<file path="config.mk">
export PLATFORM = sky130hd
export DESIGN_NAME = fct_queue
export DESIGN_NICKNAME = d
export VERILOG_FILES = /design/src/rtl/fct_pkg.sv /design/src/rtl/fct_queue.sv
export SDC_FILE = /design/constraint.sdc
export NUM_CORES = 1
export LEC_CHECK = 0
export BUFFER_PORTS_ARGS = -buffer_cell sky130_fd_sc_hd__buf_4
export CAP_MARGIN = 40
export CORE_AREA = 5 5 98 100
export DETAILED_ROUTE_END_ITERATION = 8
export DIE_AREA = 0 0 103 105
export SETUP_SLACK_MARGIN = 0.05
export SLEW_MARGIN = 30
export SYNTH_ARGS = -nofsm -noshare
export SYNTH_HDL_FRONTEND = slang
export SYNTH_SLANG_ARGS = --single-unit
</file>
<file path="constraint.sdc">
create_clock -name clk -period 6.9 [get_ports clk]
set_input_delay 1.38 -clock clk [delete_from_list [all_inputs] [get_ports clk]]
set_output_delay 1.38 -clock clk [all_outputs]
set_load 0.01 [all_outputs]
</file>
<file path="src/rtl/fct_pkg.sv">
package fct_pkg;

	localparam int ENTRIES     = 1024;
	localparam int PAIRS       = (ENTRIES + 1) / 2;
	localparam int TABLE_BYTES = PAIRS * 3;

	localparam int PAIR_W  = $clog2(PAIRS);
	localparam int END_W   = $clog2(ENTRIES + 1);
	localparam int IDX_W   = 10;
	localparam int LINK_W  = 12;
	localparam int OFF_W   = 11;
	localparam int OFFX_W  = OFF_W + 1;
	localparam int BYTE_W  = 8;
	localparam int CNT_W   = 10;
	localparam int FUNC_W  = 3;
	localparam int ST_W    = 2;
	localparam int WORD_W  = 2 * LINK_W;

	localparam int RECIP3    = 683;
	localparam int RECIP3_SH = 11;
	localparam int PROD_W    = OFF_W + 10;

	localparam logic [FUNC_W-1:0] F_READ   = 3'd0;
	localparam logic [FUNC_W-1:0] F_STORE  = 3'd1;
	localparam logic [FUNC_W-1:0] F_REMOVE = 3'd2;
	localparam logic [FUNC_W-1:0] F_FIRST  = 3'd3;
	localparam logic [FUNC_W-1:0] F_SECOND = 3'd4;
	localparam logic [FUNC_W-1:0] F_COUNT  = 3'd5;
	localparam logic [FUNC_W-1:0] F_WRBYTE = 3'd6;
	localparam logic [FUNC_W-1:0] F_RDBYTE = 3'd7;

	localparam logic [ST_W-1:0] ST_OK     = 2'd0;
	localparam logic [ST_W-1:0] ST_NOFREE = 2'd1;
	localparam logic [ST_W-1:0] ST_RANGE  = 2'd2;

	typedef struct packed {
		logic [FUNC_W-1:0] func;
		logic              err;
		logic [PAIR_W-1:0] pair;
		logic              half;
		logic [1:0]        lane;
		logic [LINK_W-1:0] link;
		logic [BYTE_W-1:0] bdata;
	} cmd_t;

	typedef struct packed {
		logic              valid;
		logic [LINK_W-1:0] value;
		logic [BYTE_W-1:0] byte_out;
		logic [ST_W-1:0]   status;
	} res_t;

	typedef struct packed {
		logic full;
		logic empty;
	} qstat_t;

endpackage

</file>
<file path="src/rtl/fct_queue.sv">
module fct_queue (
	input  logic            clk,
	input  logic            arst_n,
	input  logic            push,
	input  fct_pkg::cmd_t   push_cmd,
	input  logic            pop,
	output fct_pkg::cmd_t   head,
	output fct_pkg::qstat_t qstat
);

	fct_pkg::cmd_t slot_q [2];
	logic          wp_q;
	logic          rp_q;
	logic [1:0]    cnt_q;

	assign head        = slot_q[rp_q];
	assign qstat.full  = cnt_q == 2'd2;
	assign qstat.empty = cnt_q == 2'd0;

	always_ff @(posedge clk or negedge arst_n) begin
		if (!arst_n) begin
			wp_q  <= 1'b0;
			rp_q  <= 1'b0;
			cnt_q <= 2'd0;
		end else begin
			if (push) begin
				wp_q <= ~wp_q;
			end
			if (pop) begin
				rp_q <= ~rp_q;
			end
			if (push && !pop) begin
				cnt_q <= cnt_q + 2'd1;
			end else if (pop && !push) begin
				cnt_q <= cnt_q - 2'd1;
			end
		end
	end

	always_ff @(posedge clk) begin
		if (push) begin
			slot_q[wp_q] <= push_cmd;
		end
	end

endmodule

</file>
# Yosys cells after proc, flatten, opt, wreduce, memory -nomap -nowiden

Memories as Yosys holds them, arrays and structs flattened.
Cells that the tools add are included.

Register bits after elaboration: 4
Memory bits (writable): 72
Bits of input ports: 40
Output and inout bits: 38
Memories: 1

Add/sub/neg operators: 2
Equality and inequality tests: 1
Mux-type cells: 4
Bitwise gates (word level): 2
Reduce and logical (&&, ||, !) cells: 6

Memories:

| name   | words | width | rd ports | clocked after memory_dff | write ports | RTL line        | RTL |
|---|---|---|---|---|---|---|---|
| slot_q | 2     | 36    | 1        | 0                        | 1           | fct_queue.sv:11 | `fct_pkg::cmd_t slot_q [2];` |

Operators with widths:

| cell                | number |
|---|---|
| $mux 2              | 2 |
| $add 2x1->2 const B | 1 |
| $eq 2x2->1 const B  | 1 |
| $logic_and 1x1->1   | 2 |
| $logic_not 1->1     | 2 |
| $logic_not 2->1     | 1 |
| $mux 1              | 2 |
| $not 1->1           | 2 |
| $reduce_bool 2->1   | 1 |
| $sub 2x1->2 const B | 1 |

# Logic depth before layout (Yosys ltp)

Gate-level depths: netlist of run 1.

Word-level depth: 4
Depth in mapped cells: 5
Mapped depth without buffers: 5

# Worst setup path after synthesis of run 1

OpenSTA, ideal clock, no wires.

Kind: input port to flip-flop
Start point: input port push
End point: memory slot_q[0][0] in the netlist's numbering (enable)
Arrival: 2.998 ns
Data required time: 6.466 ns
Setup slack: 3.468 ns
Cell stages on the path: 1
Buffers on the path: 0
Cells stage by stage: nor2b_1

Longest elaborated chain between the ends: 2

RTL lines:

| element                      | RTL line        | RTL |
|---|---|---|
| start: declaration           | fct_queue.sv:4  | `input logic push,` |
| $mux 1                       | fct_queue.sv:41 | `if (push) begin` |
| $mux 1 (not written as such) | fct_queue.sv:42 | `slot_q[wp_q] <= push_cmd;` |
| end: declaration             | fct_queue.sv:11 |  |

No other way between the ends.

==> flow_summary.toml, run 1 <==
[synth]
netlist_top_cells_area = "edfxtp_1 74%, mux2_4 15%, dfrtp_1 3.4%"
ys_seq_area_share_pct = 77.1
synth_cell_type_count = 13
synthesis.nets = 169
synth_common_cells = "72 x edfxtp_1, 29 x mux2_4, 7 x mux2_2"
syn-instance-count = 128
synth_most_common_cell = "edfxtp_1"
synth-seq-cells = 76
synth_top_area_cell = "edfxtp_1"
yosys_warnings = 0
synth_top_area_share_pct = 73.7
synth_flop_cell = "edfxtp_1"
synth_edf_count = 72
async_flop_share_pct = 5.26
avgSynthCellArea_um2 = 22.9
syn_area_mm2 = 0.00293

[global_route]
antenna_found_initial = 0
grt_max_degree = 27
grt_pass1_vias = 1520
grt_usage_pct = 9.82
overflow = 0
grt_pass1_wl_um = 7760

[cts]
cts.sinks = 76
root_buffer = "clkbuf_8"
numCtsBuffers = 9
clkLatencyLatePin_ps = 340
cts_setup_buffers = 0
cts_buffer_depth = 2
clkTransAtPathRegs_ps = 80
ctsResizeCount = 0
htreeDepth = 3
cts_tree = "built"
cts.hold.buffers_added = 0

[critical_path]
cp-end-kind = "output pin"
critPathRequiredTime_ps = 5520
crit_type = "flop to output pin"
crit_top_cell = "buf_4"
cp-start-kind = "flop"
arrival_ps = 1910
crit_slowest_cell = "dfrtp_2"
crit_chain = "buf_4, mux2_4, buf_4"
path_max_fanout = 26
max_stage_delay_ps = 560

[die]
start_util_pct = 34.1
die_x_um = 103
io-pin-count = 78
die_y_um = 105
coreArea_mm2 = 0.00859
fp.dieArea_mm2 = 0.0108
rows = 34

[sta]
period_needed_ps = 3290
rsz0062_at_grt = "no"
relSlewSlack_pct = 61.7
clock_skew_ps = 7.33
fin_tns_setup_ps = 0
finalMaxSlewViolations = 0
setup_viol = 0
hold_viol = 0
max_freq_mhz = 304
tightest_slew_ps = 573
fin_crit_sh_pct = 47.7

[pwr]
power_leakage_nw = 1.53
ir_worst_vdd_uv = 103
p_total_mw = 1.49
power-per-cell-area_mw_per_mm2 = 388

[detailed_routing]
vias = 1436
drt_iter0_drc = 28
final_antenna_net_count = 0
via_per_inst = 4.38
firstDrtPassIters = 4
wl_um = 5090
routedWlPerCell_um = 15.5
drc_errors = 0

[placement]
io_buffer_count = 77
routabilityCongestion = 0.657
place_hpwl_um = 3590

[min_path]
min_path_type = "flop to flop"

[cells_and_area]
area_delta_synth_final_pct = 30.9
diodes = 0
drive_above_1_share_pct = 60.9
fin_util_pct = 44.7
layout.nets = 256

[run_status]
status = "completed"

[job]
cap_violations = 0
## stage by stage
step | hold WS, ps | area [um^2] | instances | worst slack, ps
final | 495 | 3840 | 328 | 3610
after global routing | 557 | 3840 | 328 | 3510
after CTS | 500 | 3840 | 328 | 3550
after detailed placement | 483 | 3650 | 312 | 3930
after global placement | 486 | 3590 | 310 | 3960
after floorplan | 455 | 2930 | 128 | 3470
## registers in the layout, indices dropped and copies added (netlist names)
register  cells
wp_q          1
cnt_q         2
slot_q       72
rp_q          1
## layout make-up
type,instances,area [um^2]
inverter,1,3.75
sequential,76,2260
tap,108,135
clock buffer,10,128
fill,787,4750
timing repair buffer,80,641
multi-input combinational,47,606
clock inverter,6,65.1
## final timing paths
path                          start            end  slack (ps)  cells after the start
max                            rp_q       head[25]        3610                      3
min                        cnt_q[1]       cnt_q[1]         500                      1
min in group asynchronous    arst_n           wp_q         820                      1
max in group asynchronous    arst_n           rp_q        5960                      1
min reg2reg                cnt_q[1]       cnt_q[1]         500                      1
max reg2reg                    wp_q  slot_q[0][13]        5430                      2
## placed cells by master (no fill, tap or decap)
cell	count
dfrtp_1	3
and2_2	1
edfxtp_1	72
clkbuf_8	9
nor2_1	2
xor2_1	4
xnor2_1	1
clkbuf_1	1
buf_16	2
clkinvlp_4	1
mux2_2	7
clkinv_2	2
clkinv_4	2
dfrtp_2	1
bufinv_16	1
nor2b_1	1
inv_1	1
mux2_4	29
ha_1	1
nor2b_4	1
buf_4	78
## layer usage
| layer | wire [um] | track usage [%] |
|---|---|---|
| met1 | 2200 | 11.7 |
| met2 | 2440 | 15.4 |
| met3 | 324 | 2.40 |
| met4 | 127 | 6.66 |
| met5 | 0 | 0 |
## report_power, final
| part | leakage [nW] | switching (mW) | internal, mW | total (mW) |
|---|---|---|---|---|
| logic | 0.715 | 0.215 | 0.298 | 0.513 |
| clock network | 0.0962 | 0.155 | 0.167 | 0.321 |
| registers | 0.721 | 0.0431 | 0.614 | 0.657 |
## worst max-delay path, delay by kind of cell (launching register included)
kind | cells | cell delay (ps)
buf+inv | 2 | 630
flops | 1 | 560
mux | 1 | 350
## kinds of logic after synthesis
logic type	Yosys count	synth area share, %
flops	76	77.1
xor+xnor	5	1.49
mux	36	17.5
simple gates	5	0.896
fa+ha+maj	1	0.426
buf+inv	5	2.56
(Power assumes the default switching activity.)
==> run 2, diff against run 1 <==
--- a/config.mk
+++ b/config.mk
@@ -5,6 +5,7 @@
 export SDC_FILE = /design/constraint.sdc
 export NUM_CORES = 1
 export LEC_CHECK = 0
+export ABC_AREA = 1
 export BUFFER_PORTS_ARGS = -buffer_cell sky130_fd_sc_hd__buf_4
 export CAP_MARGIN = 40
 export CORE_AREA = 5 5 98 100
==> constraint.sdc (replaced) <==
create_clock -name clk -period 2.9 [get_ports clk]
set_input_delay 0.58 -clock clk [delete_from_list [all_inputs] [get_ports clk]]
set_output_delay 0.58 -clock clk [all_outputs]
set_load 0.01 [all_outputs]
==> run 2 against run 1 <==
Cell area fell by 0.26%. Combinational power rose by 140%. Global-route usage rose by 0.41 points. Sequential share of layout area increased by 0.15 points. Clock power is 130% higher. Die area is the same. Synthesized area grew 0.68%. Clock skew about the same. Critical path depth is the same. Wire length rose by 1.7%. Core utilization shrank 0.12 points. Critical endpoint is now head[32]. Largest cell class unchanged. Largest power group unchanged.
==> flow_summary.toml, run 2 <==
[sta]
hold_viol = 0
fin_ws_ps = 607
fin_tns_setup_ps = 0
period_needed_ps = 2290
finalMaxSlewViolations = 0
rsz0062_at_grt = "no"
max_freq_mhz = 436
clock_skew_ps = 7.35
setup_viol = 0
relSlewSlack_pct = 66.3
fin_crit_sh_pct = 79.1
timing.hold.ws_ps = 37.0
tightest_slew_ps = 506

[cts]
cts_tree = "built"
clkTransAtPathRegs_ps = 70
cts_buffer_depth = 2
cts.sinks = 76
cts_setup_buffers = 0
numCtsBuffers = 9
ctsResizeCount = 0
root_buffer = "clkbuf_8"
htreeDepth = 3
cts.hold.buffers_added = 0
clkLatencyLatePin_ps = 330

[critical_path]
reg2regPathDepth = 3
cp-end-kind = "output pin"
cp.depth = 3
cp-start-kind = "flop"
critPathRequiredTime_ps = 2320
max_stage_delay_ps = 600
crit_chain = "buf_12, mux2_2, buf_4"
crit_type = "flop to output pin"
crit_slowest_cell = "dfrtp_2"
path_buf_inv = 2
path_max_fanout = 27
arrival_ps = 1710
cp_top_family = "flip-flops"

[cells_and_area]
layout_commonest_cell = "buf_4"
largestRegisters = "slot_q x72, cnt_q x2"
area_delta_synth_final_pct = 29.7
largest_reg_flops = 72
final_cells = 337
finalInstanceArea_mm2 = 0.00383
drive_above_1_share_pct = 58.1
layout.nets = 265
diodes = 0
fin_util_pct = 44.6
final_cell_mix = "79 x buf_4, 72 x edfxtp_1, 29 x mux2_4"
top_register = "slot_q"

[die]
die_y_um = 105
die_x_um = 103
start_util_pct = 34.4
io-pin-count = 78
rows = 34
coreArea_mm2 = 0.00859
fp.dieArea_mm2 = 0.0108

[detailed_routing]
firstDrtPassIters = 4
final_antenna_net_count = 0
wl_um = 5180
vias = 1444
drt_iter0_drc = 21
routedWlPerCell_um = 15.4
drc_errors = 0
via_per_inst = 4.28

[synth]
synth_most_common_cell = "edfxtp_1"
synth_common_cells = "72 x edfxtp_1, 29 x mux2_4, 7 x inv_1, 7 x mux2_2, 5 x nand2_1"
ys_seq_area_share_pct = 76.6
yosys_warnings = 0
avgSynthCellArea_um2 = 21.6
netlist_top_cells_area = "edfxtp_1 73%, mux2_4 15%, dfrtp_1 3.4%"
synth_top_area_cell = "edfxtp_1"
syn-instance-count = 137
synth_edf_count = 72
synth_flop_cell = "edfxtp_1"
synth_cell_type_count = 14
synth-seq-cells = 76
async_flop_share_pct = 5.26
synth_top_area_share_pct = 73.2
syn_area_mm2 = 0.00295
synthesis.nets = 178

[global_route]
antenna_found_initial = 0
grt_pass1_wl_um = 8130
overflow = 0
grt_pass1_vias = 1624
grt_max_degree = 37
grt_usage_pct = 10.2

[pwr]
power-per-cell-area_mw_per_mm2 = 922
p_seq_share_pct = 44.6
p_switching_uw = 987
intPower_mw = 2.54
p_sw_share_pct = 27.9
combPwrFrac_pct = 34.1
power_leakage_nw = 1.55
p_total_mw = 3.53
pwr-share-clk_pct = 21.3
ir_worst_vdd_uv = 310

[placement]
dp_cells = 321
dpl-instance-area_mm2 = 0.00364
place_hpwl_um = 3620
dp_slack_ps = 927
routabilityCongestion = 0.664
io_buffer_count = 77

[min_path]
min_path_type = "input port to async pin"

[run_status]
status = "completed"

[job]
cap_violations = 0
## run 2: layout make-up
cell class	count	area, um^2
Clock buffer	9	124
Clock inverter	7	67.6
Fill cell	769	4760
Inverter	7	26.3
Multi-Input combinational cell	50	602
Sequential cell	76	2260
Tap cell	108	135
Timing Repair Buffer	80	613
## run 2: kinds of logic after synthesis
| kind of cell | after synthesis | share of synthesized area, % |
|---|---|---|
| XOR/XNOR | 3 | 0.890 |
| adder cells (fa/ha/maj) | 1 | 0.423 |
| buffers and inverters | 11 | 3.30 |
| flip-flops | 76 | 76.6 |
| multiplexers | 36 | 17.4 |
| AND/OR/NAND/NOR | 10 | 1.40 |
## run 2: path summary, 6_finish.rpt
check	end	start	slack, ps
max	head[32]	rp_q	610
min	wp_q	arst_n	40
max reg2reg	slot_q[1][32]	wp_q	1550
min reg2reg	cnt_q[1]	cnt_q[1]	520
max in group asynchronous	rp_q	arst_n	2750
min in group clk	slot_q[0][10]	push_cmd[10]	430
## run 2: metal layers
metal	up-vias	GRT usage [%]	wire length, um
li1	691	-	-
met2	49	16.9	2630
met4	0	5.55	113
met5	-	0	0
met3	9	2.86	411
met1	695	11.8	2020
## run 2: power groups by stage
stage	Sequential [mW]	Clock (mW)	Combinational, mW
floorplan	1.54	0	0.840
global placement	1.59	0	1.23
detailed placement	1.60	0	1.24
CTS	1.58	0.784	1.24
global route	1.60	0.840	1.30
finish	1.57	0.751	1.21
## run 2: worst reg2reg max path, stage by stage, from the launching register on
cell     delay (ps)
dfrtp_1         430
nand2_1          70
inv_1            50
buf_4           420
==> run 3, diff against run 2 <==
--- a/config.mk
+++ b/config.mk
@@ -5,7 +5,7 @@
 export SDC_FILE = /design/constraint.sdc
 export NUM_CORES = 1
 export LEC_CHECK = 0
-export ABC_AREA = 1
+export ABC_AREA = 0
 export BUFFER_PORTS_ARGS = -buffer_cell sky130_fd_sc_hd__buf_4
 export CAP_MARGIN = 40
 export CORE_AREA = 5 5 98 100
==> constraint.sdc (replaced) <==
create_clock -name clk -period 1.95 [get_ports clk]
set_input_delay 0.39 -clock clk [delete_from_list [all_inputs] [get_ports clk]]
set_output_delay 0.39 -clock clk [all_outputs]
set_load 0.01 [all_outputs]
==> run 3 against run 2 <==
Count of clock-buffer cells in the layout is the same. Worst setup slack lost 540 ps. Clock power grew 66%. Flip-flop and latch count is the same. Wire length grew 0.58%. Register-to-register slack lost 960 ps. Clock skew is essentially flat. Critical endpoint is now head[21]. Via count shrank 1.2%. Sequential power grew 45%. Total power grew 62%. Global-route usage shrank 0.44 points. Core utilization grew 2.0 points.
==> flow_summary.toml, run 3 (synthesized netlist as in run 1, its figures left out) <==
[run_status]
status = "completed"

[cts]
cts_buffer_depth = 2
clkLatencyLatePin_ps = 330
clkTransAtPathRegs_ps = 70
numCtsBuffers = 9
root_buffer = "clkbuf_8"
cts_tree = "built"
cts.sinks = 76
htreeDepth = 3

[sta]
max_freq_mhz = 531
setup_viol = 0
finalMaxSlewViolations = 0
relSlewSlack_pct = 78.5
timing.hold.ws_ps = 237
hold_viol = 0
fin_tns_setup_ps = 0
fin_crit_sh_pct = 96.5
rsz0062_at_grt = "yes"
tightest_slew_ps = 323
period_needed_ps = 1880
clock_skew_ps = 7.17

[detailed_routing]
drc_errors = 0
vias = 1427
firstDrtPassIters = 4
routedWlPerCell_um = 15.5
final_antenna_net_count = 0
wl_um = 5210
drt_iter0_drc = 49
via_per_inst = 4.23

[critical_path]
r2r-start = "wp_q"
crit_type = "flop to output pin"
critPathRequiredTime_ps = 1560
path_max_fanout = 9
r2r-end = "slot_q[1][32]"
cp-end-kind = "output pin"
r2r_slack_ps = 590
arrival_ps = 1490
reg2regPathDepth = 2
cp-start-kind = "flop"

[job]
cap_violations = 0

[pwr]
power_leakage_nw = 1.61
ir_worst_vdd_uv = 579
power-per-cell-area_mw_per_mm2 = 1430

[cells_and_area]
area_delta_synth_final_pct = 36.3
largestRegisters = "slot_q x72, cnt_q x2"
layout_commonest_cell = "buf_4"
diodes = 0
largest_reg_flops = 72
drive_above_1_share_pct = 62.0
top_register = "slot_q"
final_cell_mix = "79 x buf_4, 72 x edfxtp_1, 29 x mux2_4"
layout.nets = 265
fill_cells = 761
final_cells = 337

[min_path]
min_to = "slot_q[1][24]"
min_path_cells = 1
worstHoldStart = "push_cmd[24]"
min_path_type = "input port to flop"

[placement]
io_buffer_count = 77
dp_cells = 313
routabilityCongestion = 0.638
place_hpwl_um = 3430

[die]
io-pin-count = 78
start_util_pct = 34.1
fp.dieArea_mm2 = 0.0108
die_y_um = 105
coreArea_mm2 = 0.00859
rows = 34
die_x_um = 103

[global_route]
grt_pass1_vias = 1546
overflow = 0
grt_usage_pct = 9.78
antenna_found_initial = 0
grt_max_degree = 30
grt_pass1_wl_um = 7760
## run 3: area by class of cell
type,instances,area [um^2],share of cell area (%)
multi-input combinational,47,606,15.1
inverter,1,3.75,0.0939
clock buffer,9,124,3.10
clock inverter,7,91.3,2.28
timing repair buffer,89,776,19.4
tap,108,135,3.38
sequential,76,2260,56.6
## run 3: worst max path at each step
stage	start	end	slack [ps]	cells after the start
final	rp_q	head[21]	70	4
after global routing	rp_q	head[21]	8	4
after CTS	rp_q	head[21]	30	3
after detailed placement	rp_q	head[21]	320	3
after global placement	rp_q	head[27]	330	3
after floorplan	push	slot_q[0][0]	180	1
## run 3: stage by stage
step           util (%)  setup WS (ps)  area (um^2)  total power [mW]
2_1_floorplan         -            177         2940              3.53
3_3_place_gp       42.7            328         3670              4.28
3_5_place_dp       42.7            318         3670              4.30
4_1_cts            45.4           27.3         3900              5.58
5_1_grt            46.5           8.41         4000              6.03
6_report           46.5           68.5         4000              5.71
## run 3: worst max-delay path: stages, from the launching register on
cell     delay (ps)
dfrtp_2         410
buf_12          150
buf_12          150
mux2_4          300
buf_4           150
## run 3: power breakdown
part | switching [mW] | leakage, nW | internal, mW | total (mW)
clock | 0.535 | 0.111 | 0.715 | 1.25
sequential | 0.103 | 0.721 | 2.17 | 2.27
combinational | 0.888 | 0.783 | 1.30 | 2.18
total | 1.53 | 1.61 | 4.18 | 5.71
## run 3: per-layer routing
metal | part of all wire, % | wire (um) | up-vias | GRT usage (%)
met3 | 7.9 | 412 | 5 | 3.73
met1 | 38 | 1970 | 685 | 10.5
li1 | - | - | 687 | -
met2 | 53 | 2760 | 50 | 16.6
met5 | 0 | 0 | - | 0
met4 | 1.2 | 65 | 0 | 4.72
## run 3: what timing repair did
item | in CTS | in global routing
buffers inserted | 1 | 3
gates cloned | 0 | 3
setup endpoints to repair | 28 | 32
pin swaps | 0 | 0
hold buffers | 1 | 0
endpoints found under the hold margin | 4 | 0
gates resized for setup | 0 | 1
