`src/rtl/fct_pkg.sv`:
```
package fct_pkg;

	localparam int ENTRIES     = 1024;
	localparam int PAIRS       = (ENTRIES + 1) / 2;
	localparam int TABLE_BYTES = PAIRS * 3;

	localparam int PAIR_W  = $clog2(PAIRS);
	localparam int END_W   = $clog2(ENTRIES + 1);
	localparam int IDX_W   = 10;
	localparam int LINK_W  = 12;
	localparam int OFF_W   = 11;
	localparam int OFFX_W  = OFF_W + 1;
	localparam int BYTE_W  = 8;
	localparam int CNT_W   = 10;
	localparam int FUNC_W  = 3;
	localparam int ST_W    = 2;
	localparam int WORD_W  = 2 * LINK_W;

	localparam int RECIP3    = 683;
	localparam int RECIP3_SH = 11;
	localparam int PROD_W    = OFF_W + 10;

	localparam logic [FUNC_W-1:0] F_READ   = 3'd0;
	localparam logic [FUNC_W-1:0] F_STORE  = 3'd1;
	localparam logic [FUNC_W-1:0] F_REMOVE = 3'd2;
	localparam logic [FUNC_W-1:0] F_FIRST  = 3'd3;
	localparam logic [FUNC_W-1:0] F_SECOND = 3'd4;
	localparam logic [FUNC_W-1:0] F_COUNT  = 3'd5;
	localparam logic [FUNC_W-1:0] F_WRBYTE = 3'd6;
	localparam logic [FUNC_W-1:0] F_RDBYTE = 3'd7;

	localparam logic [ST_W-1:0] ST_OK     = 2'd0;
	localparam logic [ST_W-1:0] ST_NOFREE = 2'd1;
	localparam logic [ST_W-1:0] ST_RANGE  = 2'd2;

	typedef struct packed {
		logic [FUNC_W-1:0] func;
		logic              err;
		logic [PAIR_W-1:0] pair;
		logic              half;
		logic [1:0]        lane;
		logic [LINK_W-1:0] link;
		logic [BYTE_W-1:0] bdata;
	} cmd_t;

	typedef struct packed {
		logic              valid;
		logic [LINK_W-1:0] value;
		logic [BYTE_W-1:0] byte_out;
		logic [ST_W-1:0]   status;
	} res_t;

	typedef struct packed {
		logic full;
		logic empty;
	} qstat_t;

endpackage

```
`src/rtl/fct_front.sv`:
```
module fct_front (
	input  logic                        clk,
	input  logic                        arst_n,
	input  logic                        start,
	input  logic [fct_pkg::FUNC_W-1:0]  func,
	input  logic [fct_pkg::IDX_W-1:0]   entry_index,
	input  logic [fct_pkg::LINK_W-1:0]  link_value,
	input  logic [fct_pkg::OFF_W-1:0]   byte_offset,
	input  logic [fct_pkg::BYTE_W-1:0]  byte_data,
	input  fct_pkg::qstat_t             qstat,
	output logic                        busy,
	output logic                        push,
	output fct_pkg::cmd_t               push_cmd
);

	logic                        vld_s1;
	logic [fct_pkg::FUNC_W-1:0]  func_s1;
	logic [fct_pkg::IDX_W-1:0]   idx_s1;
	logic [fct_pkg::LINK_W-1:0]  link_s1;
	logic [fct_pkg::OFF_W-1:0]   off_s1;
	logic [fct_pkg::BYTE_W-1:0]  bdata_s1;
	logic                        accept;
	logic [fct_pkg::PROD_W-1:0]  prod;
	logic [fct_pkg::OFF_W-1:0]   quot;
	logic [fct_pkg::OFF_W-1:0]   rem;
	logic                        is_byte_op;

	assign busy   = vld_s1 & qstat.full;
	assign accept = start & ~busy;
	assign push   = vld_s1 & ~qstat.full;

	always_ff @(posedge clk or negedge arst_n) begin
		if (!arst_n) begin
			vld_s1 <= 1'b0;
		end else if (accept) begin
			vld_s1 <= 1'b1;
		end else if (push) begin
			vld_s1 <= 1'b0;
		end
	end

	always_ff @(posedge clk) begin
		if (accept) begin
			func_s1  <= func;
			idx_s1   <= entry_index;
			link_s1  <= link_value;
			off_s1   <= byte_offset;
			bdata_s1 <= byte_data;
		end
	end

	// divide the byte offset by three through a reciprocal
	assign prod = fct_pkg::PROD_W'(off_s1) * fct_pkg::PROD_W'(fct_pkg::RECIP3);
	assign quot = fct_pkg::OFF_W'(prod >> fct_pkg::RECIP3_SH);
	assign rem  = off_s1 - ((quot << 1) + quot);

	assign is_byte_op = (func_s1 == fct_pkg::F_WRBYTE) || (func_s1 == fct_pkg::F_RDBYTE);

	always_comb begin
		push_cmd.func  = func_s1;
		push_cmd.link  = link_s1;
		push_cmd.bdata = bdata_s1;
		push_cmd.half  = idx_s1[0];
		push_cmd.lane  = rem[1:0];
		push_cmd.err   = 1'b0;
		push_cmd.pair  = fct_pkg::PAIR_W'(idx_s1 >> 1);
		case (func_s1)
			fct_pkg::F_READ, fct_pkg::F_STORE, fct_pkg::F_REMOVE: begin
				push_cmd.err = fct_pkg::END_W'(idx_s1) >= fct_pkg::END_W'(fct_pkg::ENTRIES);
			end
			fct_pkg::F_WRBYTE, fct_pkg::F_RDBYTE: begin
				push_cmd.err  = fct_pkg::OFFX_W'(off_s1) >= fct_pkg::OFFX_W'(fct_pkg::TABLE_BYTES);
				push_cmd.pair = fct_pkg::PAIR_W'(quot);
			end
			default: begin
				push_cmd.err = 1'b0;
			end
		endcase
		if (!is_byte_op) begin
			push_cmd.lane = 2'd0;
		end
	end

endmodule

```
`config.mk`:
```
export PLATFORM = sky130hd
export DESIGN_NAME = fct_front
export DESIGN_NICKNAME = d
export VERILOG_FILES = /design/src/rtl/fct_pkg.sv /design/src/rtl/fct_front.sv
export SDC_FILE = /design/constraint.sdc
export NUM_CORES = 1
export LEC_CHECK = 0
export BUFFER_PORTS_ARGS = -buffer_cell sky130_fd_sc_hd__buf_2
export CORE_ASPECT_RATIO = 2
export CORE_MARGIN = 10
export CORE_UTILIZATION = 55
export DETAILED_ROUTE_END_ITERATION = 8
export PLACE_DENSITY = 0.81
export SYNTH_ARGS = -nofsm -noshare
export SYNTH_HDL_FRONTEND = slang
export SYNTH_SLANG_ARGS = --single-unit
```
`constraint.sdc`:
```
create_clock -name clk -period 7.5 [get_ports clk]
set_input_delay 1.5 -clock clk [delete_from_list [all_inputs] [get_ports clk]]
set_output_delay 1.5 -clock clk [all_outputs]
set_load 0.05 [all_outputs]
```
======== Word-level counts from Yosys, hierarchy flattened ========
Cells that the tools add are included.
storage, ports and cells
  input port bits ......................... 49
  register bits ........................... 45
  output and inout bits ................... 38
  logic and storage cells ................. 25
cells by class
  eq/ne operators ......................... 2
  bitwise gates (word level) .............. 5
  reduce and logical (&&, ||, !) cells .... 3
  magnitude comparators ................... 1
  multipliers ............................. 1
  add/subtract/negate cells ............... 2
  mux-type cells .......................... 5
operators with widths
  kind                      count
  $mul A11 B10 Y20 const B  1
  $ge A11 B11 Y1 const B    1
  $mux W9                   1
  $eq A3 B3 Y1 const B      2
  $and A1 B1 Y1             3
  $mux W1                   3
  $add A2 B2 Y2             1
  $mux W2                   1
  $not A1 Y1                2
  $reduce_bool A2 Y1        1
  $reduce_or A2 Y1          1
  $sub A2 B2 Y2             1
  $logic_or A1 B1 Y1        1

======== Depth between registers and ports, before layout ========
Gate-level depths: netlist of run 1.
  depth in word-level cells ............... 4
  gate-level depth with buffers ........... 23
  depth with buffers taken out ............ 23

======== Worst setup path after synthesis of run 1 ========
Ideal clock, no wire load.
  path kind ............................... register to output
  start point ............................. reg off_s1[1] in the netlist's numbering
  end point ............................... out push_cmd[21] in the netlist's numbering
  required time ........................... 6.000 ns
  cell stages (with the launch flop) ...... 22
  arrival ................................. 5.423 ns
  path buffers ............................ 0
  slack ................................... 0.577 ns
  path through ............................ edfxtp_1 > ha_1 > inv_1 > fa_1 > inv_1 > fa_1 > fa_1 > fa_1 > ha_1 > a21oi_1 > and3_2 > a221oi_4 > xnor2_1 > xnor2_1 > inv_1 > ha_1 > nor2_1 > o31ai_1 > a21oi_1 > o311ai_0 > a211o_1 > nand2_1
RTL lines
  what                    RTL line         RTL
  from (decl)             fct_front.sv:20  logic [fct_pkg::OFF_W-1:0] off_s1;
  from (signal assigned)  fct_front.sv:47  off_s1 <= byte_offset;
  to (decl)               fct_front.sv:13  output fct_pkg::cmd_t push_cmd

==> results of run 1 <==
[sequential cells by signal (all words and copies together), names as in the netlist]
name and flops:
idx_s1 10, bdata_s1 8, off_s1 11, func_s1 3, link_s1 12, vld_s1 1
[synth_stat cells (3+ instances only)]
cell,number,share of area
a21oi_1,16,0.022
and2_1,3,0.0051
ha_1,63,0.21
o21ai_0,11,0.015
nor3_1,5,0.0068
nand2_1,22,0.022
nand3_1,4,0.0054
nand4_1,5,0.0085
edfxtp_1,44,0.36
a211oi_1,3,0.0061
nor2_1,9,0.0092
xnor2_1,12,0.029
nor2b_1,5,0.0085
o211ai_1,5,0.010
inv_1,55,0.056
fa_1,25,0.14
[power by group through the flow]
| stage | Clock, mW | Combinational, mW | Sequential, mW |
|---|---|---|---|
| final | 0.251 | 1.12 | 0.301 |
| after global routing | 0.261 | 1.23 | 0.302 |
| after CTS | 0.252 | 1.06 | 0.300 |
| after detailed placement | 0 | 1.02 | 0.306 |
| after global placement | 0 | 0.987 | 0.306 |
| after floorplan | 0 | 0.796 | 0.329 |
[worst paths after layout]
kind                            depth (start not counted)      start  slack [ps]            to
worst max-delay path                                   22  off_s1[1]         220  push_cmd[21]
worst min-delay path                                    2     vld_s1         760        vld_s1
worst max register to register                          2     vld_s1        5610   bdata_s1[4]
worst min register to register                          2     vld_s1         760        vld_s1
max in group asynchronous                               1     arst_n        6420        vld_s1
min in group asynchronous                               1     arst_n         990        vld_s1
[worst max-delay path: stages (launching register included)]
cell      delay [ps]
edfxtp_1         430
ha_1             330
inv_1             80
fa_1             480
inv_1             60
fa_1             480
fa_1             510
fa_1             520
ha_4             320
a21oi_2           80
and2_1           170
a221oi_4         340
xnor2_2          180
xnor2_1          180
inv_1             80
ha_1             190
nor2_2           140
o31ai_1           90
a21oi_1          120
o311ai_1         150
a211o_1          280
nand2_1           60
buf_4            200
[layout make-up]
type / instances / area, µm²
multi-input cells: 217 / 2170
well taps: 88 / 110
repair buffers: 93 / 488
clock buffers: 6 / 129
clock inverters: 2 / 38.8
flip-flops and latches: 45 / 1350
inverters: 55 / 206
fillers: 482 / 2080
[kinds of logic (layout without fill, tap and decap cells)]
family | Yosys count | count (layout) | synth area share
mux | 2 | 2 | 0.00577
flops | 45 | 45 | 0.365
fa+ha+maj | 88 | 88 | 0.350
xor+xnor | 12 | 12 | 0.0285
compound gates | 56 | 56 | 0.110
buf+inv | 59 | 156 | 0.0635
simple gates | 59 | 59 | 0.0771
[cell usage in the layout (no fill, tap or decap), drive strengths merged, types with 4 or more instances in the layout]
cell type / instances
buf: 93
ha: 63
inv: 55
edfxtp: 44
fa: 25
nand2: 22
a21oi: 16
xnor2: 12
o21ai: 11
nor2: 9
o211ai: 6
clkbuf: 6
nand4: 5
nor3: 5
nor2b: 5
nand3: 4
and2: 4
[per-stage QoR]
stage | cells | util | setup slack [ps] | TNS, ps | total power, mW
2_1_floorplan | 321 | - | 577 | 0 | 1.12
3_3_place_gp | 491 | 0.641 | 326 | 0 | 1.29
3_5_place_dp | 491 | 0.641 | 214 | 0 | 1.33
4_1_cts | 501 | 0.672 | 4.30 | 0 | 1.62
5_1_grt | 506 | 0.683 | -83.4 | -83.4 | 1.80
6_report | 506 | 0.683 | 222 | 0 | 1.67
[what timing repair did]
item	4_1_cts	5_1_grt
buffers inserted	2	5
hold buffers	0	0
pin swaps	0	1
endpoints found under the setup margin	1	1
resized for setup	4	5
[metal layers]
| metal | vias to the layer above | routed length (µm) | global-route usage |
|---|---|---|---|
| li1 | 1322 | - | - |
| met1 | 1294 | 2860 | 0.145 |
| met2 | 87 | 5120 | 0.340 |
| met3 | 18 | 611 | 0.0598 |
| met4 | 0 | 310 | 0.0776 |
| met5 | - | 0 | 0 |
==> results.yml, run 1 <==
pwr:
  intPower_mw: 0.885
  p_sw_frac: 0.471
  p_seq_frac: 0.180
  power_density_mw_per_mm2: 373
  vdd_ir_drop_max_v: 0.000361
  combPwrFrac: 0.670
  switchingPower_mw: 0.787
  leakage_nw: 2.15
  power.share.clock: 0.150
grt:
  antenna_found_initial: 0
  grt_pass1_wl_um: 14200
  grt_usage: 0.172
  overflow: 0
  grt_pass1_vias: 2979
  grt_max_degree: 45
route:
  firstDrtPassIters: 4
  via_count: 2721
  drc: 0
  routed_wl_um: 8900
  drt-wirelength-per-cell_um: 17.6
  postRouteAntennaNets: 0
  drt_iter0_markers: 84
  viasPerCell: 5.38
clock_tree:
  cts_tree: "yes"
  cts_root_buf: "clkbuf_16"
  numCtsBuffers: 5
  clock_latency_ps: 300
  clk_transition_reported_paths_ps: 70
  htreeDepth: 2
  ctsLongestPathBuffers: 2
  cts.sinks: 45
die:
  coreArea_mm2: 0.00657
  fp-row-count: 42
  initial_core_util: 0.561
  io_pins: 87
  fp.dieH_um: 136
  die-area_mm2: 0.0106
  fp.dieW_um: 77.9
hold_path:
  hold_path_class: "register to register"
placement:
  gp_congestion: 0.910
  port_buffers: 85
  dp_hpwl_um: 7200
  placed_area_mm2: 0.00421
critical_path:
  worstPathArrival_ps: 5780
  worstSetupStartpointType: "register"
  crit_path_max_fanout: 6
  path_class: "register to output port"
  end_kind: "output port"
  required_ps: 6000
logic_synthesis:
  ys_types: 46
  ys_warn_count: 0
  synthCells: 321
  synth_edf_count: 44
  synth_seq_cells: 45
  ys_seq_area_frac: 0.365
  synth_top_flop_cell: "edfxtp_1"
  syn_nets: 458
  syn-cell-area_mm2: 0.00368
  syn_avg_cell_area_um2: 11.5
  async_flop_share: 0.0222
timing:
  skew_ps: 11.1
  hold_viol: 0
  slew_violations: 0
  setup_viol: 0
  fin_crit_sh: 0.970
  relSlewSlack: 0.233
  worst_pin_slew_ps: 1150
  layout_min_cycle_time_ps: 7280
  hold_slack_ps: 757
  fmax_mhz: 137
finish:
  layout.nets: 554
  antennaDiodeCount: 0
  fin_area_mm2: 0.00449
  drive_above_1_share: 0.282
  syn2layout_area_growth_pct: 21.7
status:
  status: "complete, no violations"
run:
  max_cap_viol_count: 0
Power figures use the tool's default switching activity.
==> run 2: changes to the inputs <==
==> constraint.sdc (replaced) <==
create_clock -name clk -period 7.5 [get_ports clk]
set_input_delay 0.75 -clock clk [delete_from_list [all_inputs] [get_ports clk]]
set_output_delay 0.75 -clock clk [all_outputs]
set_load 0.05 [all_outputs]
==> run 2 against run 1 <==
  * Final cell count down 1.6%
  * Final area down 3.2%
  * Flip-flop and latch count unchanged
==> results.yml, run 2 (synthesis gave the netlist of run 1 again) <==
placement:
  post-place-cells: 490
  gp_congestion: 0.918
  dp_hpwl_um: 7090
  placed_area_mm2: 0.00420
  port_buffers: 85
  place_ws_ps: 771
finish:
  layout.nets: 546
  drive_above_1_share: 0.251
  fin_cells: 498
  antennaDiodeCount: 0
  syn2layout_area_growth_pct: 17.9
  multi_input_area_mm2: 0.00212
  final_cell_mix: "85 x buf_2, 63 x ha_1, 55 x inv_1, 44 x edfxtp_1, 25 x fa_1"
  largest_reg_flops: 12
  regMostFlops: "link_s1"
  final_common_cell: "buf_2"
  seq_area_mm2: 0.00135
  finalCoreUtilization: 0.661
  n_fill_cell: 511
  fin_area_mm2: 0.00434
  reg_top3: "link_s1 x12, off_s1 x11, idx_s1 x10"
critical_path:
  path_class: "register to output port"
  path_cells: "ha_1 > inv_1 > fa_1 > inv_1 > fa_1 > fa_1 > fa_1 > ha_1 > a21oi_2 > and3_2 > a221oi_4 > xnor2_1 > xnor2_1 > inv_1 > ha_1 > nor2_1 > o31ai_1 > a21oi_1 > o311ai_0 > a211o_1 > nand2_1 > buf_2"
  crit_start: "off_s1[1]"
  cpMostUsedCell: "fa_1"
  rr_worst_depth: 2
  regToRegSetupSlack_ps: 5570
  end_kind: "output port"
  cp_top_family: "adder cells"
  r2r-start: "vld_s1"
  crit_path_max_fanout: 7
  max_stage_delay_ps: 570
  worstPathArrival_ps: 6340
  crit_path_top_delay_cell: "fa_1"
  worstReg2RegEnd: "off_s1[1]"
  cp_num_buf_inv: 4
  worstSetupStartpointType: "register"
  required_ps: 6750
die:
  fp-row-count: 42
  coreArea_mm2: 0.00657
  die-area_mm2: 0.0106
  initial_core_util: 0.561
  fp.dieH_um: 136
  fp.dieW_um: 77.9
  io_pins: 87
timing:
  fin_crit_sh: 0.945
  rsz0062_at_grt: "false"
  hold_slack_ps: 228
  fin_setup_tns_ps: 0
  fmax_mhz: 141
  worst_slack_ps: 410
  slew_violations: 0
  setup_viol: 0
  worst_pin_slew_ps: 1160
  relSlewSlack: 0.226
  hold_viol: 0
  layout_min_cycle_time_ps: 7090
  skew_ps: 6.26
grt:
  grt_usage: 0.164
  grt_max_degree: 45
  grt_pass1_vias: 2996
  overflow: 0
  grt_pass1_wl_um: 13700
  antenna_found_initial: 0
clock_tree:
  cts.sinks: 45
  cts_root_buf: "clkbuf_16"
  clk_transition_reported_paths_ps: 60
  cts_tree: "yes"
  cts_hold_buf: 0
  post-cts-setup-buffers: 0
  clock_latency_ps: 280
  ctsLongestPathBuffers: 2
  htreeDepth: 2
  numCtsBuffers: 5
route:
  via_count: 2696
  routed_wl_um: 8480
  drc: 0
  drt-wirelength-per-cell_um: 17.0
  viasPerCell: 5.41
  firstDrtPassIters: 4
  postRouteAntennaNets: 0
  drt_iter0_markers: 103
status:
  status: "complete, no violations"
pwr:
  total_power_mw: 1.56
  vdd_ir_drop_max_v: 0.000342
  power_density_mw_per_mm2: 360
  leakage_nw: 2.09
hold_path:
  hold_path_class: "input pin to async pin"
run:
  max_cap_viol_count: 0
==> run 2: cell count changes in the layout (fill, tap and decap cells not counted), sizes merged <==
cell	delta
buf	-8
bufinv	-1
clkbuf	+1
clkinv	-1
clkinvlp	+1
==> run 2: worst max path at each step <==
stage                     slack [ps]      endpoint  cells after the start
after global placement           970  push_cmd[21]                     22
after detailed placement         770  push_cmd[21]                     22
after global routing              70  push_cmd[21]                     22
after floorplan                 1330  push_cmd[21]                     21
after CTS                        400  push_cmd[21]                     22
final                            410  push_cmd[21]                     22
==> run 2: layer usage <==
metal / part of all wire / up-vias / global-route usage
li1: - / 1306 / -
met1: 0.33 / 1289 / 0.142
met2: 0.57 / 82 / 0.321
met3: 0.064 / 19 / 0.0479
met4: 0.033 / 0 / 0.0827
met5: 0 / - / 0
==> run 2: power breakdown <==
group	switching (mW)	internal, mW
Clock	0.0866	0.124
Sequential	0.00825	0.294
Combinational	0.663	0.389
==> run 2: final cells by class <==
cell class,count,area share
multi-input combinational,217,0.487
sequential,45,0.310
inverter,55,0.0475
clock inverter,1,0.00173
tap,88,0.0253
clock buffer,7,0.0305
timing repair buffer,85,0.0979
==> run 2: what timing repair did <==
action | CTS | global route
hold endpoints to repair | 0 | 0
gates resized for setup | 0 | 1
endpoints found under the setup margin | 0 | 1
==> run 3: changes to the inputs <==
--- a/config.mk
+++ b/config.mk
@@ -7,10 +7,10 @@
 export LEC_CHECK = 0
 export BUFFER_PORTS_ARGS = -buffer_cell sky130_fd_sc_hd__buf_2
 export CORE_ASPECT_RATIO = 2
-export CORE_MARGIN = 10
 export CORE_UTILIZATION = 55
 export DETAILED_ROUTE_END_ITERATION = 8
 export PLACE_DENSITY = 0.81
+export REMOVE_ABC_BUFFERS = 1
 export SYNTH_ARGS = -nofsm -noshare
 export SYNTH_HDL_FRONTEND = slang
 export SYNTH_SLANG_ARGS = --single-unit
==> run 3 against run 2 <==
  * Setup slack improved by 190 ps
  * Utilization is 2.9 points higher
  * Global-route usage increased by 8.0 points
  * Via count decreased by 0.41%
  * Clock-buffer cell count decreased by 2
  * Die area is 33% lower
  * Critical endpoint unchanged
  * Largest cell class unchanged
  * Largest power group unchanged
==> results.yml, run 3 (synthesis gave the netlist of run 1 again) <==
status:
  status: "complete, no violations"
hold_path:
  hold_path_class: "input pin to async pin"
critical_path:
  cp_top_family: "adder cells"
  required_ps: 6750
  worstPathArrival_ps: 6150
  path_cells: "ha_1 > inv_1 > fa_1 > inv_1 > fa_1 > fa_1 > fa_1 > ha_1 > a21oi_1 > and3_2 > a221oi_4 > xnor2_1 > xnor2_1 > inv_1 > ha_1 > nor2_1 > o31ai_1 > a21oi_1 > o311ai_0 > a211o_1 > nand2_1 > buf_2"
  max_stage_delay_ps: 540
  crit_path_top_delay_cell: "fa_1"
  crit_path_max_fanout: 7
  cp_num_buf_inv: 4
  end_kind: "output port"
  worstSetupStartpointType: "register"
  path_class: "register to output port"
  rr_worst_depth: 2
  path_depth: 22
  cpMostUsedCell: "fa_1"
finish:
  largest_reg_flops: 12
  multi_input_area_mm2: 0.00211
  final_common_cell: "buf_2"
  syn2layout_area_growth_pct: 19.2
  n_fill_cell: 525
  seq_area_mm2: 0.00135
  regMostFlops: "link_s1"
  antennaDiodeCount: 0
  final_cell_mix: "85 x buf_2, 63 x ha_1, 55 x inv_1, 44 x edfxtp_1, 25 x fa_1"
  layout.nets: 546
  drive_above_1_share: 0.254
  reg_top3: "link_s1 x12, off_s1 x11, idx_s1 x10"
pwr:
  leakage_nw: 2.12
  vdd_ir_drop_max_v: 0.000288
  total_power_mw: 1.61
  power_density_mw_per_mm2: 366
die:
  die-area_mm2: 0.00705
  initial_core_util: 0.579
  io_pins: 87
  coreArea_mm2: 0.00636
  fp.dieH_um: 118
  fp-row-count: 41
  fp.dieW_um: 59.9
placement:
  port_buffers: 85
  dp_hpwl_um: 6200
  gp_congestion: 0.946
timing:
  fmax_mhz: 145
  rsz0062_at_grt: "false"
  slew_violations: 0
  layout_min_cycle_time_ps: 6900
  relSlewSlack: 0.224
  fin_crit_sh: 0.921
  setup_viol: 0
  fin_setup_tns_ps: 0
  skew_ps: 6.15
  worst_pin_slew_ps: 1160
  hold_viol: 0
clock_tree:
  numCtsBuffers: 5
  ctsLongestPathBuffers: 2
  cts_hold_buf: 0
  cts_resized: 0
  clk_transition_reported_paths_ps: 70
  post-cts-setup-buffers: 0
  cts_tree: "yes"
  clock_latency_ps: 290
  cts_root_buf: "clkbuf_16"
  cts.sinks: 45
  htreeDepth: 2
route:
  drt_iter0_markers: 80
  postRouteAntennaNets: 0
  via_count: 2685
  highest_layer: "met4"
  drc: 0
  firstDrtPassIters: 4
  drt-wirelength-per-cell_um: 15.2
  routed_wl_um: 7520
  viasPerCell: 5.41
  dr_wl_met2_um: 4280
  wl_met3_um: 301
  wl_met1_um: 2550
grt:
  antenna_found_initial: 0
  grt_max_degree: 45
  grt_pass1_wl_um: 12700
  overflow: 0
  grt_pass1_vias: 2970
  grt_usage: 0.244
run:
  max_cap_viol_count: 0
run 3: routing by layer:
layer / vias to the layer above / track usage
li1: 1308 / -
met1: 1260 / 0.246
met2: 92 / 0.433
met3: 25 / 0.0374
met4: 0 / 0.158
met5: - / 0
run 3: path summary, 6_finish.rpt:
| path | from | end | slack, ps |
|---|---|---|---|
| worst max-delay path | off_s1[1] | push_cmd[21] | 600 |
| worst min-delay path | arst_n | vld_s1 | 220 |
| worst max register to register | vld_s1 | bdata_s1[0] | 5620 |
| worst min register to register | vld_s1 | vld_s1 | 700 |
| max in group asynchronous | arst_n | vld_s1 | 7200 |
| min in group clk | byte_offset[1] | off_s1[1] | 630 |
run 3: power by group:
group / internal, mW / total, mW / leakage [nW] / switching [mW]
Combinational: 0.384 / 1.02 / 1.59 / 0.634
Clock: 0.192 / 0.286 / 0.0944 / 0.0944
Sequential: 0.293 / 0.301 / 0.430 / 0.00808
Total: 0.870 / 1.61 / 2.12 / 0.736
run 3: per-stage QoR:
stage          hold WS (ps)  utilization  worst slack (ps)  instance area (µm²)  cells
5_1_grt                 210        0.690               182                 4390    496
3_5_place_dp            526        0.660               879                 4200    488
2_1_floorplan           454            -              1330                 3660    317
6_report                216        0.690               596                 4390    496
4_1_cts                 211        0.690               540                 4390    496
3_3_place_gp            526        0.660               989                 4200    488
run 3: cell type report:
class                           count  share of cell area
Multi-Input combinational cell    217               0.481
Tap cell                           86              0.0245
Inverter                           55              0.0470
Clock inverter                      3              0.0157
Clock buffer                        5              0.0285
Timing Repair Buffer               85              0.0969
Sequential cell                    45               0.307
